<file path="src/rtl/core/mvr_pkg.sv">
// mvr_pkg: shared types and constants for the mean and variance reduction block
// no dependencies; imported by every module in rtl/core
package mvr_pkg;

    // default parameter values
    localparam int DEF_SAMPLE_BITS = 16;
    localparam int DEF_COUNT_BITS  = 16;

    // fixed field widths
    localparam int MEAN_W = 16;
    localparam int VAR_W  = 32;
    localparam int GL_W   = 16;

    // configuration port
    localparam int APB_DATA_W = 32;
    localparam int APB_ADDR_W = 2;
    localparam logic [APB_ADDR_W-1:0] ADDR_GROUP_LENGTH = 2'b00;
    localparam logic [GL_W-1:0] GROUP_LENGTH_RESET = 16'd1;

    // accumulator control from the sequencer
    typedef struct packed {
        logic accumulate;
        logic clear;
    } acc_ctrl_t;

endpackage

</file>
<file path="src/rtl/core/mvr_accum.sv">
// mvr_accum: running sum, sum of squares and sample count for one group
// depends on mvr_pkg (acc_ctrl_t)
module mvr_accum #(
    parameter int SAMPLE_BITS = mvr_pkg::DEF_SAMPLE_BITS,
    parameter int COUNT_BITS  = mvr_pkg::DEF_COUNT_BITS,
    parameter int SUM_W       = SAMPLE_BITS + COUNT_BITS,
    parameter int SQ_W        = 2 * SAMPLE_BITS + COUNT_BITS - 1
) (
    input  logic                          aclk,
    input  logic                          aresetn,
    input  mvr_pkg::acc_ctrl_t            ctrl,
    input  logic signed [SAMPLE_BITS-1:0] sample,
    input  logic [COUNT_BITS-1:0]         eff_len,
    output logic signed [SUM_W-1:0]       sum,
    output logic [SQ_W-1:0]               sq_sum,
    output logic [COUNT_BITS-1:0]         count,
    output logic                          last
);
    import mvr_pkg::*;

    logic signed [SUM_W-1:0]    sum_reg;
    logic [SQ_W-1:0]            sq_reg;
    logic [COUNT_BITS-1:0]      count_reg;
    logic [SAMPLE_BITS-1:0]     mag;
    logic [2*SAMPLE_BITS-1:0]   square;
    logic [COUNT_BITS-1:0]      count_inc;

    // magnitude and square of the incoming sample
    assign mag    = sample[SAMPLE_BITS-1] ? SAMPLE_BITS'(~sample + 1'b1)
                                          : SAMPLE_BITS'(sample);
    assign square = (2*SAMPLE_BITS)'(mag) * (2*SAMPLE_BITS)'(mag);

    // group ends once the count reaches the effective length
    assign count_inc = count_reg + 1'b1;
    assign last      = (count_inc >= eff_len);

    // accumulators
    always_ff @(posedge aclk) begin
        if (!aresetn) begin
            sum_reg   <= '0;
            sq_reg    <= '0;
            count_reg <= '0;
        end else if (ctrl.clear) begin
            sum_reg   <= '0;
            sq_reg    <= '0;
            count_reg <= '0;
        end else if (ctrl.accumulate) begin
            sum_reg   <= sum_reg + SUM_W'(sample);
            sq_reg    <= sq_reg + SQ_W'(square);
            count_reg <= count_inc;
        end
    end

    assign sum    = sum_reg;
    assign sq_sum = sq_reg;
    assign count  = count_reg;

endmodule

</file>
<file path="src/rtl/core/mvr_divider.sv">
// mvr_divider: shared restoring divider, one quotient bit per cycle
// depends on mvr_pkg; used twice per group for the mean and the mean square
module mvr_divider #(
    parameter int DIVIDEND_W = 47,
    parameter int DIVISOR_W  = mvr_pkg::DEF_COUNT_BITS
) (
    input  logic                  aclk,
    input  logic                  aresetn,
    input  logic                  start,
    input  logic [DIVIDEND_W-1:0] dividend,
    input  logic [DIVISOR_W-1:0]  divisor,
    output logic [DIVIDEND_W-1:0] quotient,
    output logic                  done
);
    import mvr_pkg::*;

    localparam int CNT_W = $clog2(DIVIDEND_W + 1);

    logic [DIVIDEND_W-1:0] quot_reg;
    logic [DIVISOR_W-1:0]  rem_reg;
    logic [DIVISOR_W-1:0]  div_reg;
    logic [CNT_W-1:0]      cnt_reg;
    logic                  busy_reg;
    logic                  done_reg;
    logic [DIVISOR_W:0]    trial;
    logic [DIVISOR_W:0]    trial_diff;
    logic                  fits;

    // one restoring step
    assign trial      = {rem_reg, quot_reg[DIVIDEND_W-1]};
    assign trial_diff = trial - {1'b0, div_reg};
    assign fits       = (trial >= {1'b0, div_reg});

    // control
    always_ff @(posedge aclk) begin
        if (!aresetn) begin
            busy_reg <= 1'b0;
            done_reg <= 1'b0;
            cnt_reg  <= '0;
        end else begin
            done_reg <= 1'b0;
            if (start && !busy_reg) begin
                busy_reg <= 1'b1;
                cnt_reg  <= CNT_W'(DIVIDEND_W);
            end else if (busy_reg) begin
                cnt_reg <= cnt_reg - 1'b1;
                if (cnt_reg == CNT_W'(1)) begin
                    busy_reg <= 1'b0;
                    done_reg <= 1'b1;
                end
            end
        end
    end

    // datapath
    always_ff @(posedge aclk) begin
        if (start && !busy_reg) begin
            quot_reg <= dividend;
            rem_reg  <= '0;
            div_reg  <= divisor;
        end else if (busy_reg) begin
            quot_reg <= {quot_reg[DIVIDEND_W-2:0], fits};
            rem_reg  <= fits ? trial_diff[DIVISOR_W-1:0] : trial[DIVISOR_W-1:0];
        end
    end

    assign quotient = quot_reg;
    assign done     = done_reg;

endmodule

</file>
<file path="src/rtl/core/mean_variance_reduction_top.sv">
// mean_variance_reduction_top: streaming mean and variance over groups of samples
// depends on mvr_pkg, mvr_accum and mvr_divider
//
// Usage
//   s_ channel: one signed Q8.8 sample per transaction (s_valid / s_ready).
//   m_ channel: one mean (Q8.8) and variance (Q16.16) per group (m_valid / m_ready).
//   APB port: register 0 at byte address 0 holds group_length (0 acts as 1).
// Flow
//   Samples that do not close a group are taken back to back while the
//   sequencer is idle. The sample that closes a group starts the shared
//   divider twice, sum / count and then square sum / count, one quotient bit
//   per cycle, and the input is held off until the result is handed on; the
//   divider is 47 bits wide at default parameters.
//   The variance subtract, clamp and saturate run combinationally in the result state.
// Reset
//   aresetn is synchronous and active low; it clears the accumulators, the
//   sequencer and the output valid, and sets group_length to 1.
// Backpressure
//   The result sits in an output register; the next group's samples are taken
//   while it waits. A second result waits in the sequencer until m_ready
//   frees the output register.
module mean_variance_reduction_top #(
    parameter int SAMPLE_BITS = mvr_pkg::DEF_SAMPLE_BITS,
    parameter int COUNT_BITS  = mvr_pkg::DEF_COUNT_BITS
) (
    input  logic                              aclk,
    input  logic                              aresetn,
    // sample input
    input  logic                              s_valid,
    output logic                              s_ready,
    input  logic signed [SAMPLE_BITS-1:0]     s_sample,
    // result output
    output logic                              m_valid,
    input  logic                              m_ready,
    output logic signed [mvr_pkg::MEAN_W-1:0] m_mean,
    output logic [mvr_pkg::VAR_W-1:0]         m_variance,
    // configuration
    input  logic                              psel,
    input  logic                              penable,
    input  logic                              pwrite,
    input  logic [mvr_pkg::APB_ADDR_W-1:0]    paddr,
    input  logic [mvr_pkg::APB_DATA_W-1:0]    pwdata,
    output logic [mvr_pkg::APB_DATA_W-1:0]    prdata,
    output logic                              pready
);
    import mvr_pkg::*;

    localparam int SUM_W   = SAMPLE_BITS + COUNT_BITS;
    localparam int SQ_FULL = 2 * SAMPLE_BITS + COUNT_BITS - 1;
    localparam int SQ_W    = (SQ_FULL > 64) ? 64 : SQ_FULL;
    localparam int LEN_W   = (COUNT_BITS > GL_W) ? COUNT_BITS : GL_W;
    localparam int VX_W    = (SQ_W > VAR_W) ? SQ_W : VAR_W;
    localparam int MEXT_W  = (SAMPLE_BITS + 1 > MEAN_W) ? SAMPLE_BITS + 1 : MEAN_W;

    typedef enum logic [4:0] {
        ST_IDLE     = 5'b00001,
        ST_START    = 5'b00010,
        ST_DIV_MEAN = 5'b00100,
        ST_DIV_SQ   = 5'b01000,
        ST_RESULT   = 5'b10000
    } state_t;

    state_t                     state_reg, state_next;
    logic [GL_W-1:0]            group_length_reg;
    logic                       neg_reg;
    logic [SAMPLE_BITS-1:0]     mean_mag_reg;
    logic [2*SAMPLE_BITS-1:0]   m2_reg;
    logic                       m_valid_reg;
    logic [MEAN_W-1:0]          m_mean_reg;
    logic [VAR_W-1:0]           m_variance_reg;

    acc_ctrl_t                  acc_ctrl;
    logic signed [SUM_W-1:0]    acc_sum;
    logic [SQ_W-1:0]            acc_sq;
    logic [COUNT_BITS-1:0]      acc_count;
    logic                       acc_last;
    logic [LEN_W-1:0]           len_ext;
    logic [LEN_W-1:0]           len_cap;
    logic [LEN_W-1:0]           len_eff;
    logic [COUNT_BITS-1:0]      eff_len;

    logic                       div_start;
    logic [SQ_W-1:0]            div_dividend;
    logic [SQ_W-1:0]            div_quotient;
    logic                       div_done;
    logic [SUM_W-1:0]           sum_mag;

    logic                       s_fire;
    logic                       out_free;
    logic [SQ_W-1:0]            m2_ext;
    logic [SQ_W-1:0]            var_full;
    logic [VX_W-1:0]            var_x;
    logic [VAR_W-1:0]           var_sat;
    logic [MEXT_W-1:0]          mean_pos;
    logic [MEXT_W-1:0]          mean_ext;

    // configuration register
    always_ff @(posedge aclk) begin
        if (!aresetn) begin
            group_length_reg <= GROUP_LENGTH_RESET;
        end else if (psel && penable && pwrite && (paddr == ADDR_GROUP_LENGTH)) begin
            group_length_reg <= pwdata[GL_W-1:0];
        end
    end

    assign pready = 1'b1;
    assign prdata = (paddr == ADDR_GROUP_LENGTH) ? APB_DATA_W'(group_length_reg) : '0;

    // effective group length: zero acts as one, saturate at counter range
    assign len_ext = LEN_W'(group_length_reg);
    assign len_cap = LEN_W'({COUNT_BITS{1'b1}});
    assign len_eff = (len_ext == '0)     ? LEN_W'(1) :
                     (len_ext > len_cap) ? len_cap   : len_ext;
    assign eff_len = len_eff[COUNT_BITS-1:0];

    // handshake
    assign s_ready  = (state_reg == ST_IDLE);
    assign s_fire   = s_valid && s_ready;
    assign out_free = !m_valid_reg || m_ready;

    // accumulators
    assign acc_ctrl.accumulate = s_fire;
    assign acc_ctrl.clear      = (state_reg == ST_DIV_MEAN) && div_done;

    mvr_accum #(
        .SAMPLE_BITS (SAMPLE_BITS),
        .COUNT_BITS  (COUNT_BITS),
        .SUM_W       (SUM_W),
        .SQ_W        (SQ_W)
    ) u_accum (
        .aclk    (aclk),
        .aresetn (aresetn),
        .ctrl    (acc_ctrl),
        .sample  (s_sample),
        .eff_len (eff_len),
        .sum     (acc_sum),
        .sq_sum  (acc_sq),
        .count   (acc_count),
        .last    (acc_last)
    );

    // shared divider: |sum| first, then the square sum, both over the
    // sample count of the closing group
    assign sum_mag      = acc_sum[SUM_W-1] ? SUM_W'(~acc_sum + 1'b1) : SUM_W'(acc_sum);
    assign div_start    = (state_reg == ST_START) ||
                          ((state_reg == ST_DIV_MEAN) && div_done);
    assign div_dividend = (state_reg == ST_START) ? SQ_W'(sum_mag) : acc_sq;

    mvr_divider #(
        .DIVIDEND_W (SQ_W),
        .DIVISOR_W  (COUNT_BITS)
    ) u_divider (
        .aclk     (aclk),
        .aresetn  (aresetn),
        .start    (div_start),
        .dividend (div_dividend),
        .divisor  (acc_count),
        .quotient (div_quotient),
        .done     (div_done)
    );

    // sequencer
    always_comb begin
        state_next = state_reg;
        case (state_reg)
            ST_IDLE: begin
                if (s_fire && acc_last) begin
                    state_next = ST_START;
                end
            end
            ST_START: begin
                state_next = ST_DIV_MEAN;
            end
            ST_DIV_MEAN: begin
                if (div_done) begin
                    state_next = ST_DIV_SQ;
                end
            end
            ST_DIV_SQ: begin
                if (div_done) begin
                    state_next = ST_RESULT;
                end
            end
            ST_RESULT: begin
                if (out_free) begin
                    state_next = ST_IDLE;
                end
            end
            default: begin
                state_next = ST_IDLE;
            end
        endcase
    end

    always_ff @(posedge aclk) begin
        if (!aresetn) begin
            state_reg <= ST_IDLE;
        end else begin
            state_reg <= state_next;
        end
    end

    // sign, mean magnitude and mean squared
    always_ff @(posedge aclk) begin
        if (state_reg == ST_START) begin
            neg_reg <= acc_sum[SUM_W-1];
        end
        if ((state_reg == ST_DIV_MEAN) && div_done) begin
            mean_mag_reg <= div_quotient[SAMPLE_BITS-1:0];
        end
        if (state_reg == ST_DIV_SQ) begin
            m2_reg <= (2*SAMPLE_BITS)'(mean_mag_reg) * (2*SAMPLE_BITS)'(mean_mag_reg);
        end
    end

    // variance: clamp at zero, saturate to 32 bits
    assign m2_ext   = SQ_W'(m2_reg);
    assign var_full = (div_quotient > m2_ext) ? (div_quotient - m2_ext) : '0;
    assign var_x    = VX_W'(var_full);
    assign var_sat  = (var_x > VX_W'({VAR_W{1'b1}})) ? {VAR_W{1'b1}} : var_x[VAR_W-1:0];

    // signed mean from sign and magnitude
    assign mean_pos = MEXT_W'(mean_mag_reg);
    assign mean_ext = neg_reg ? (~mean_pos + 1'b1) : mean_pos;

    // output register
    always_ff @(posedge aclk) begin
        if (!aresetn) begin
            m_valid_reg <= 1'b0;
        end else if ((state_reg == ST_RESULT) && out_free) begin
            m_valid_reg <= 1'b1;
        end else if (m_ready) begin
            m_valid_reg <= 1'b0;
        end
    end

    always_ff @(posedge aclk) begin
        if ((state_reg == ST_RESULT) && out_free) begin
            m_mean_reg     <= mean_ext[MEAN_W-1:0];
            m_variance_reg <= var_sat;
        end
    end

    assign m_valid    = m_valid_reg;
    assign m_mean     = m_mean_reg;
    assign m_variance = m_variance_reg;

endmodule

</file>
<file path="config.mk">
export PLATFORM = sky130hd
export DESIGN_NAME = mean_variance_reduction_top
export DESIGN_NICKNAME = d
export VERILOG_FILES = /design/src/rtl/core/mvr_pkg.sv /design/src/rtl/core/mvr_accum.sv /design/src/rtl/core/mvr_divider.sv /design/src/rtl/core/mean_variance_reduction_top.sv
export SDC_FILE = /design/constraint.sdc
export NUM_CORES = 2
export LEC_CHECK = 0
export BUFFER_PORTS_ARGS = -buffer_cell sky130_fd_sc_hd__buf_2
export CAP_MARGIN = 0
export CORE_AREA = 2 2 276 278
export CTS_CLUSTER_DIAMETER = 60
export CTS_CLUSTER_SIZE = 28
export DETAILED_ROUTE_END_ITERATION = 16
export DIE_AREA = 0 0 278 280
export HOLD_SLACK_MARGIN = 0.12
export PLACE_DENSITY = 0.58
export SLEW_MARGIN = 5
export SYNTH_ARGS = -nofsm -noshare
export SYNTH_HDL_FRONTEND = slang
export SYNTH_SLANG_ARGS = --single-unit
</file>
<file path="constraint.sdc">
create_clock -name aclk -period 11.1 [get_ports aclk]
set_clock_uncertainty 0.05 [all_clocks]
set_input_delay 0.555 -clock aclk [delete_from_list [all_inputs] [get_ports aclk]]
set_output_delay 0.555 -clock aclk [all_outputs]
set_load 0.02 [all_outputs]
</file>
# Word level (Yosys, flattened, before mapping)

Index checks and enable logic that the tools add are counted.

Muxes and demuxes: 24
Divide/modulo/power cells: 0
$add $sub $neg: 9
Magnitude comparators: 5
Reductions and logical operators: 20
Shifts and indexed selects: 0
Eq/ne operators: 10
Bitwise operators: 5
$mul: 2

Operator list:

| cell                                                                   | count |
|---|---|
| 47-bit two-way mux                                                     | 4 |
| 16-bit two-way mux                                                     | 6 |
| 16-bit by 16-bit multiplier with 32-bit output                         | 2 |
| 16-bit by 1-bit adder with 16-bit output, second input constant        | 3 |
| 47-bit by 32-bit adder with 47-bit output                              | 1 |
| 47-bit by 32-bit > comparator with 1-bit output                        | 1 |
| 47-bit by 32-bit > comparator with 1-bit output, second input constant | 1 |
| 47-bit by 32-bit subtractor with 47-bit output                         | 1 |
| 32-bit by 1-bit adder with 32-bit output, second input constant        | 1 |
| 32-bit by 16-bit adder with 32-bit output                              | 1 |
| 32-bit two-way mux                                                     | 1 |
| 16-bit NOT                                                             | 2 |
| 32-bit NOT                                                             | 1 |
| 5-bit one-hot mux with 5 select lines                                  | 1 |
| 5-bit two-way mux                                                      | 4 |
| 17-bit by 16-bit greater-or-equal comparator with 1-bit output         | 1 |
| 16-bit greater-or-equal comparator                                     | 1 |
| 16-bit > comparator, second input constant                             | 1 |
| 16-bit zero test                                                       | 1 |
| 16-bit subtractor                                                      | 1 |
| 6-bit two-way mux                                                      | 2 |
| 1-bit logical AND                                                      | 8 |
| 6-bit by 1-bit == test with 1-bit output, second input constant        | 1 |
| 1-bit two-way mux                                                      | 6 |
| 16 further kinds                                                       | 23 |

Memory bits (writable): 0
Bits in latches: 0
Bits in read-only memories: 0
Bits in registers: 301
Memories kept: 0
Bits of input ports: 57
Output and inout port bits: 83
Logic and storage cells: 93

# Logic depth before layout (Yosys ltp)

Word-level depth: 7
Mapped depth: 34
Mapped depth without buffers: 32

# By module

From an unflattened synthesis, not the netlist that was laid out.

Cells, all modules: 3876
Area total of the unflattened synthesis: 34365.5 um^2

By module, submodules not included:

| module                      | times used | seq. area each (um^2) | area an instance (um^2) | cells an instance |
|---|---|---|---|---|
| mean_variance_reduction_top | 1          | 3323.2                | 15556.2                 | 1778 |
| mvr_accum                   | 1          | 1901.8                | 14466.4                 | 1732 |
| mvr_divider                 | 1          | 2372.3                | 4342.9                  | 366 |

# Least setup slack after synthesis

OpenSTA, ideal clock, no wires.

Kind: input-to-reg
Start point: input port s_sample[0]
End point: register u_accum.sq_reg[36] (netlist: u_accum.sq_sum[36])
Data arrival time: 8.239 ns
Setup time: 0.128 ns
Required time: 10.922 ns
Path buffers: 3
Path slack: 2.683 ns
Cell stages on the path: 31
Path through: clkbuf_1 > clkinv_1 > nand2_1 > or4_1 > nand2b_1 > o31a_1 > xnor2_1 > inv_1 > clkbuf_1 > nand2_1 > inv_1 > fa_1 > fa_1 > fa_1 > fa_1 > fa_1 > inv_1 > fa_1 > inv_1 > ha_1 > clkbuf_1 > a21o_1 > a21o_1 > a21o_1 > a21o_1 > a221o_1 > a2111oi_2 > o31ai_1 > nand4_1 > xor2_1 > nor2_1

Cells in the longest elaborated chain, start to end: 5

RTL lines:

| element                                          | line                              | text |
|---|---|---|
| start, declared                                  | mean_variance_reduction_top.sv:31 | `input logic signed [SAMPLE_BITS-1:0] s_sample,` |
| 16-bit NOT                                       | mvr_accum.sv:29                   | `assign mag = sample[SAMPLE_BITS-1] ? SAMPLE_BITS'(~sample + 1'b1)` |
| 16-bit by 1-bit adder with 16-bit output         | mvr_accum.sv:29                   |  |
| 16-bit two-way mux *                             | mvr_accum.sv:29                   |  |
| 16-bit by 16-bit multiplier with 32-bit output * | mvr_accum.sv:31                   | `assign square = (2*SAMPLE_BITS)'(mag) * (2*SAMPLE_BITS)'(mag);` |
| 47-bit by 32-bit adder with 47-bit output *      | mvr_accum.sv:49                   | `sq_reg <= sq_reg + SQ_W'(square);` |
| end signal, assigned                             | mvr_accum.sv:49                   |  |
| end, declared                                    | mvr_accum.sv:22                   | `logic [SQ_W-1:0] sq_reg;` |

Mark *: on every way between the ends. The rest lies on a longest branch, timed or not.
A chain may end at the register's enable or synchronous reset.

# Worst setup path in the final report

Ends and elaborated chain as after synthesis.

==> summary.md <==
| Metric | Value |
|---|---|
| Number of unique standard cell types used by synthesis | 87 |
| Layout overhead on the synthesized area | 8.07% |
| Clock root buffer | clkbuf_16 |
| Die Ht | 280 µm |
| Longest individual stage delay on the worst path | roughly 660 ps |
| Final routed DRC violation total | 0 |
| Total vias in the final route | about 25000 |
| Insertion delay to the later sink of the worst-skew pair | 620 ps |
| Number of buffer and inverter instances along the worst setup path | 9 |
| Maximum clock frequency | 0.113 GHz |
| Max Cap Viol | 0 |
| Count of placed standard cells including taps | 4816 |
| Most common flop cell mapped by yosys | edfxtp_1 |
| Crit-path max FO | 11 |
| Leakage power of the design | between 0.015 and 0.02 µW |
| Worst Setup Slack post-DPL | 1630 ps |
| Top Ports | 140 |
| Antenna Nets Post-Route | 0 |
| EDFF count, synth | 159 |
| Relative slew slack | 0.234 |
| Yosys warnings | 0 |
| Maximum buffer depth of the clock tree | 3 |
| Number of H-tree levels | 1 |
| Number of buffers inserted to repair setup after CTS | 0 |
| Placer's final routability congestion estimate | 0.934 |
| Crit path capture type | register |
| Drt initial violations | 1239 |
| Core area | 75200 µm² |
| Final setup margin | 2230 ps |
| Total of cells resized after clock tree synthesis | 0 |
| Sequential cell area fraction in the yosys report | 0.227 |
| Vias in the first global route | 25800 |
| First-pass GRT wire length | 137000 µm |
| Cell with the largest stage delay on the worst path | xor2_1 |
| Initial cell density of the core | 0.445 |
| Core Rows | a little over 100 |
| Maximum ir drop on the vdd rail | 327 µV |
| Critical Path Source Type | input port |
| Maximum number of pins on one net before global-route repair | a little under 80 |
| Final design instance area without fill | about 36000 µm² |
| Routed wire length | between 80000 and 90000 µm |
| Post-synthesis sequential element count | 300 |
| Post-layout min period | 8870 ps |
| Worst Min Path Start | aresetn |
| Placed wire-length estimate after detailed placement | 65900 µm |
| Non-filler instance count after layout | 4889 |
| Count of final setup violators | 0 |
| Power density over cell area | between 200 and 300 nW/µm² |
| Chip width | 278 µm |
| Average footprint of a synthesized cell | 8.75 µm² |
| Data required, critical path | 11530 ps |
| Overall Global Routing Usage | 0.217 |
| Via density per instance | 5.19 |
| Worst min-delay path class | input port to register |
| Startpoint of the lowest-slack register-to-register path | mean_mag_reg[8] |
| Antenna violations before repair | 2 |
| Slew Viols, Final | 0 |
| Number of hold violations in the final report | 0 |
| Remaining global-route overflow | 0 |
| Synthesized netlist cell count | 3822 |
| Critical path arrival | between 9000 and 10000 ps |
| Clock transition at the register clock pins on the worst setup and hold paths after CTS | 70 ps |
| Number of buffers added to fix hold violations after cts | 16 |
| CTS Sinks | 300 |
| Routed len/inst | around 17 µm |
| PortBufs | 106 |
| Total clock buffers created by CTS | 30 |
| Post-Place Cell Area | 34900 µm² |
| Fraction of the cycle the final worst path needs | 0.799 |
| Critical Path Start | s_sample[0] |
| Transition time at the pin with the least slew margin | 1150 ps |
| Fraction of registers with async set/reset | 0 |
| TritonCTS clock tree | yes |
| Status | finished, final reports clean |
| Share of cells above drive strength 1 | 0.0657 |
| Cell family with the largest share of critical-path delay | adder cells |
| Die Footprint | 77800 µm² |
| Final Net Count | 4609 |
| Crit Path Category | input port to register |
| Detailed-router iteration count before antenna repair | 5 |
| Post-Syn Area | 33400 µm² |
| Setup repair after global routing missed its margin | no |
| Sum of negative setup slack | 0 ps |
==> report_power, final <==
part | leakage (µW) | total [µW] | switching (µW) | internal (µW)
sequential | 0.00247 | 1570 | 212 | 1360
clock | 0.000502 | 1080 | 513 | 567
combinational | 0.0139 | 7290 | 4230 | 3070
total | 0.0169 | 9940 | 4950 | 4990
==> worst paths after layout <==
check                               to  slack [ps]  depth (start not counted)
setup / recovery    u_accum.sq_sum[36]        2230                         32
hold / removal     group_length_reg[0]         210                          2
setup reg to reg            m2_reg[31]        3430                         23
hold reg to reg   u_divider.div_reg[8]         400                          0
==> worst register-to-register path, cell delays in order (launching register included) <==
cell	delay [ps]
edfxtp_1	810
inv_1	420
nor2_1	340
fa_1	460
inv_1	80
fa_1	440
fa_1	520
inv_1	60
fa_1	540
inv_1	50
fa_1	460
fa_1	510
inv_1	50
ha_1	340
and3_1	230
a221oi_1	310
nand2_1	90
a21oi_1	140
nor3_1	130
and4_1	250
o31ai_1	610
o311ai_0	260
a21oi_1	210
xnor2_1	80
==> cells in the mapped netlist (all sizes together) (4+ instances only) <==
cell     number  area share
or4          14      0.0031
a2111oi       4      0.0012
nand2b       24      0.0045
or3          31      0.0059
and2         55       0.010
o21bai       21      0.0047
xnor2       113       0.030
clkbuf      116       0.013
mux2i         8      0.0024
or2          11      0.0021
o2111ai       7      0.0018
buf          37      0.0071
a211oi       27      0.0062
o21ai       129       0.019
fa          359        0.21
clkinv       12      0.0013
inv         687       0.077
o211ai       13      0.0029
edfxtp      159        0.14
nand2       448       0.050
a21oi       246       0.040
and4          8      0.0021
and3         18      0.0034
o31ai        32      0.0072
o41ai        10      0.0032
dfxtp       141       0.084
nor3b         7      0.0016
nor3         64      0.0096
a21o         78       0.018
nor2        231       0.026
xor2        107       0.028
nand4        40      0.0075
o31a          4      0.0010
o21a         21      0.0047
a221oi        8      0.0023
nor2b        22      0.0041
nand3        76       0.011
a22o         15      0.0039
ha          307        0.11
nor4b         4      0.0010
a31oi        27      0.0051
nor4         24      0.0047
==> layer usage <==
| metal | track usage | up-vias | routed length (µm) |
|---|---|---|---|
| met1 | 0.305 | 12200 | 40000 |
| met3 | 0.0188 | 89 | 3210 |
| met2 | 0.365 | 448 | 38300 |
| met5 | 0 | - | 13 |
| li1 | - | 12700 | - |
| met4 | 0.0462 | 2 | 1470 |
==> cells by family (layout without fill, tap and decap cells) <==
logic type                 after synthesis  count (layout)  share of synthesized area
AOI/OAI and AO/OA                      681             681                      0.132
xor gates and xnor gates               220             220                     0.0576
adders and majority gates              666             666                      0.330
buffers and inverters                  852             915                     0.0986
DFF                                    300             300                      0.227
muxes                                   11              11                    0.00340
other                                    2              28                   0.000225
and+or+nand+nor                       1090            1090                      0.151
==> cells in the final DEF, fill, tap and decap left out, types with 64 or more instances in the layout <==
cell	instances
xnor2_1	113
xor2_1	107
o21ai_0	129
edfxtp_1	159
a21oi_1	216
a21o_1	78
ha_1	307
dfxtp_1	141
nand2_1	446
buf_2	106
nand3_1	76
nor2_1	228
fa_1	359
inv_1	686
nor3_1	64
==> area by class of cell <==
class | count | area [µm²]
Fill cell | 7291 | 39100
Multi-Input combinational cell | 2695 | 22700
Sequential cell | 300 | 7600
Inverter | 699 | 2620
Tap cell | 978 | 1220
Timing Repair Buffer | 160 | 976
Clock buffer | 32 | 758
Clock inverter | 24 | 283
Antenna cell | 1 | 2.50
==> stage by stage <==
step | total power (µW) | utilization | hold WS, ps
finish | 9940 | 0.481 | 212
global route | 11200 | 0.481 | 207
CTS | 10000 | 0.481 | 128
detailed placement | 8870 | 0.465 | 387
global placement | 8830 | 0.465 | 366
floorplan | 7420 | - | 356
Note: power is estimated with default switching activity, not from simulation.
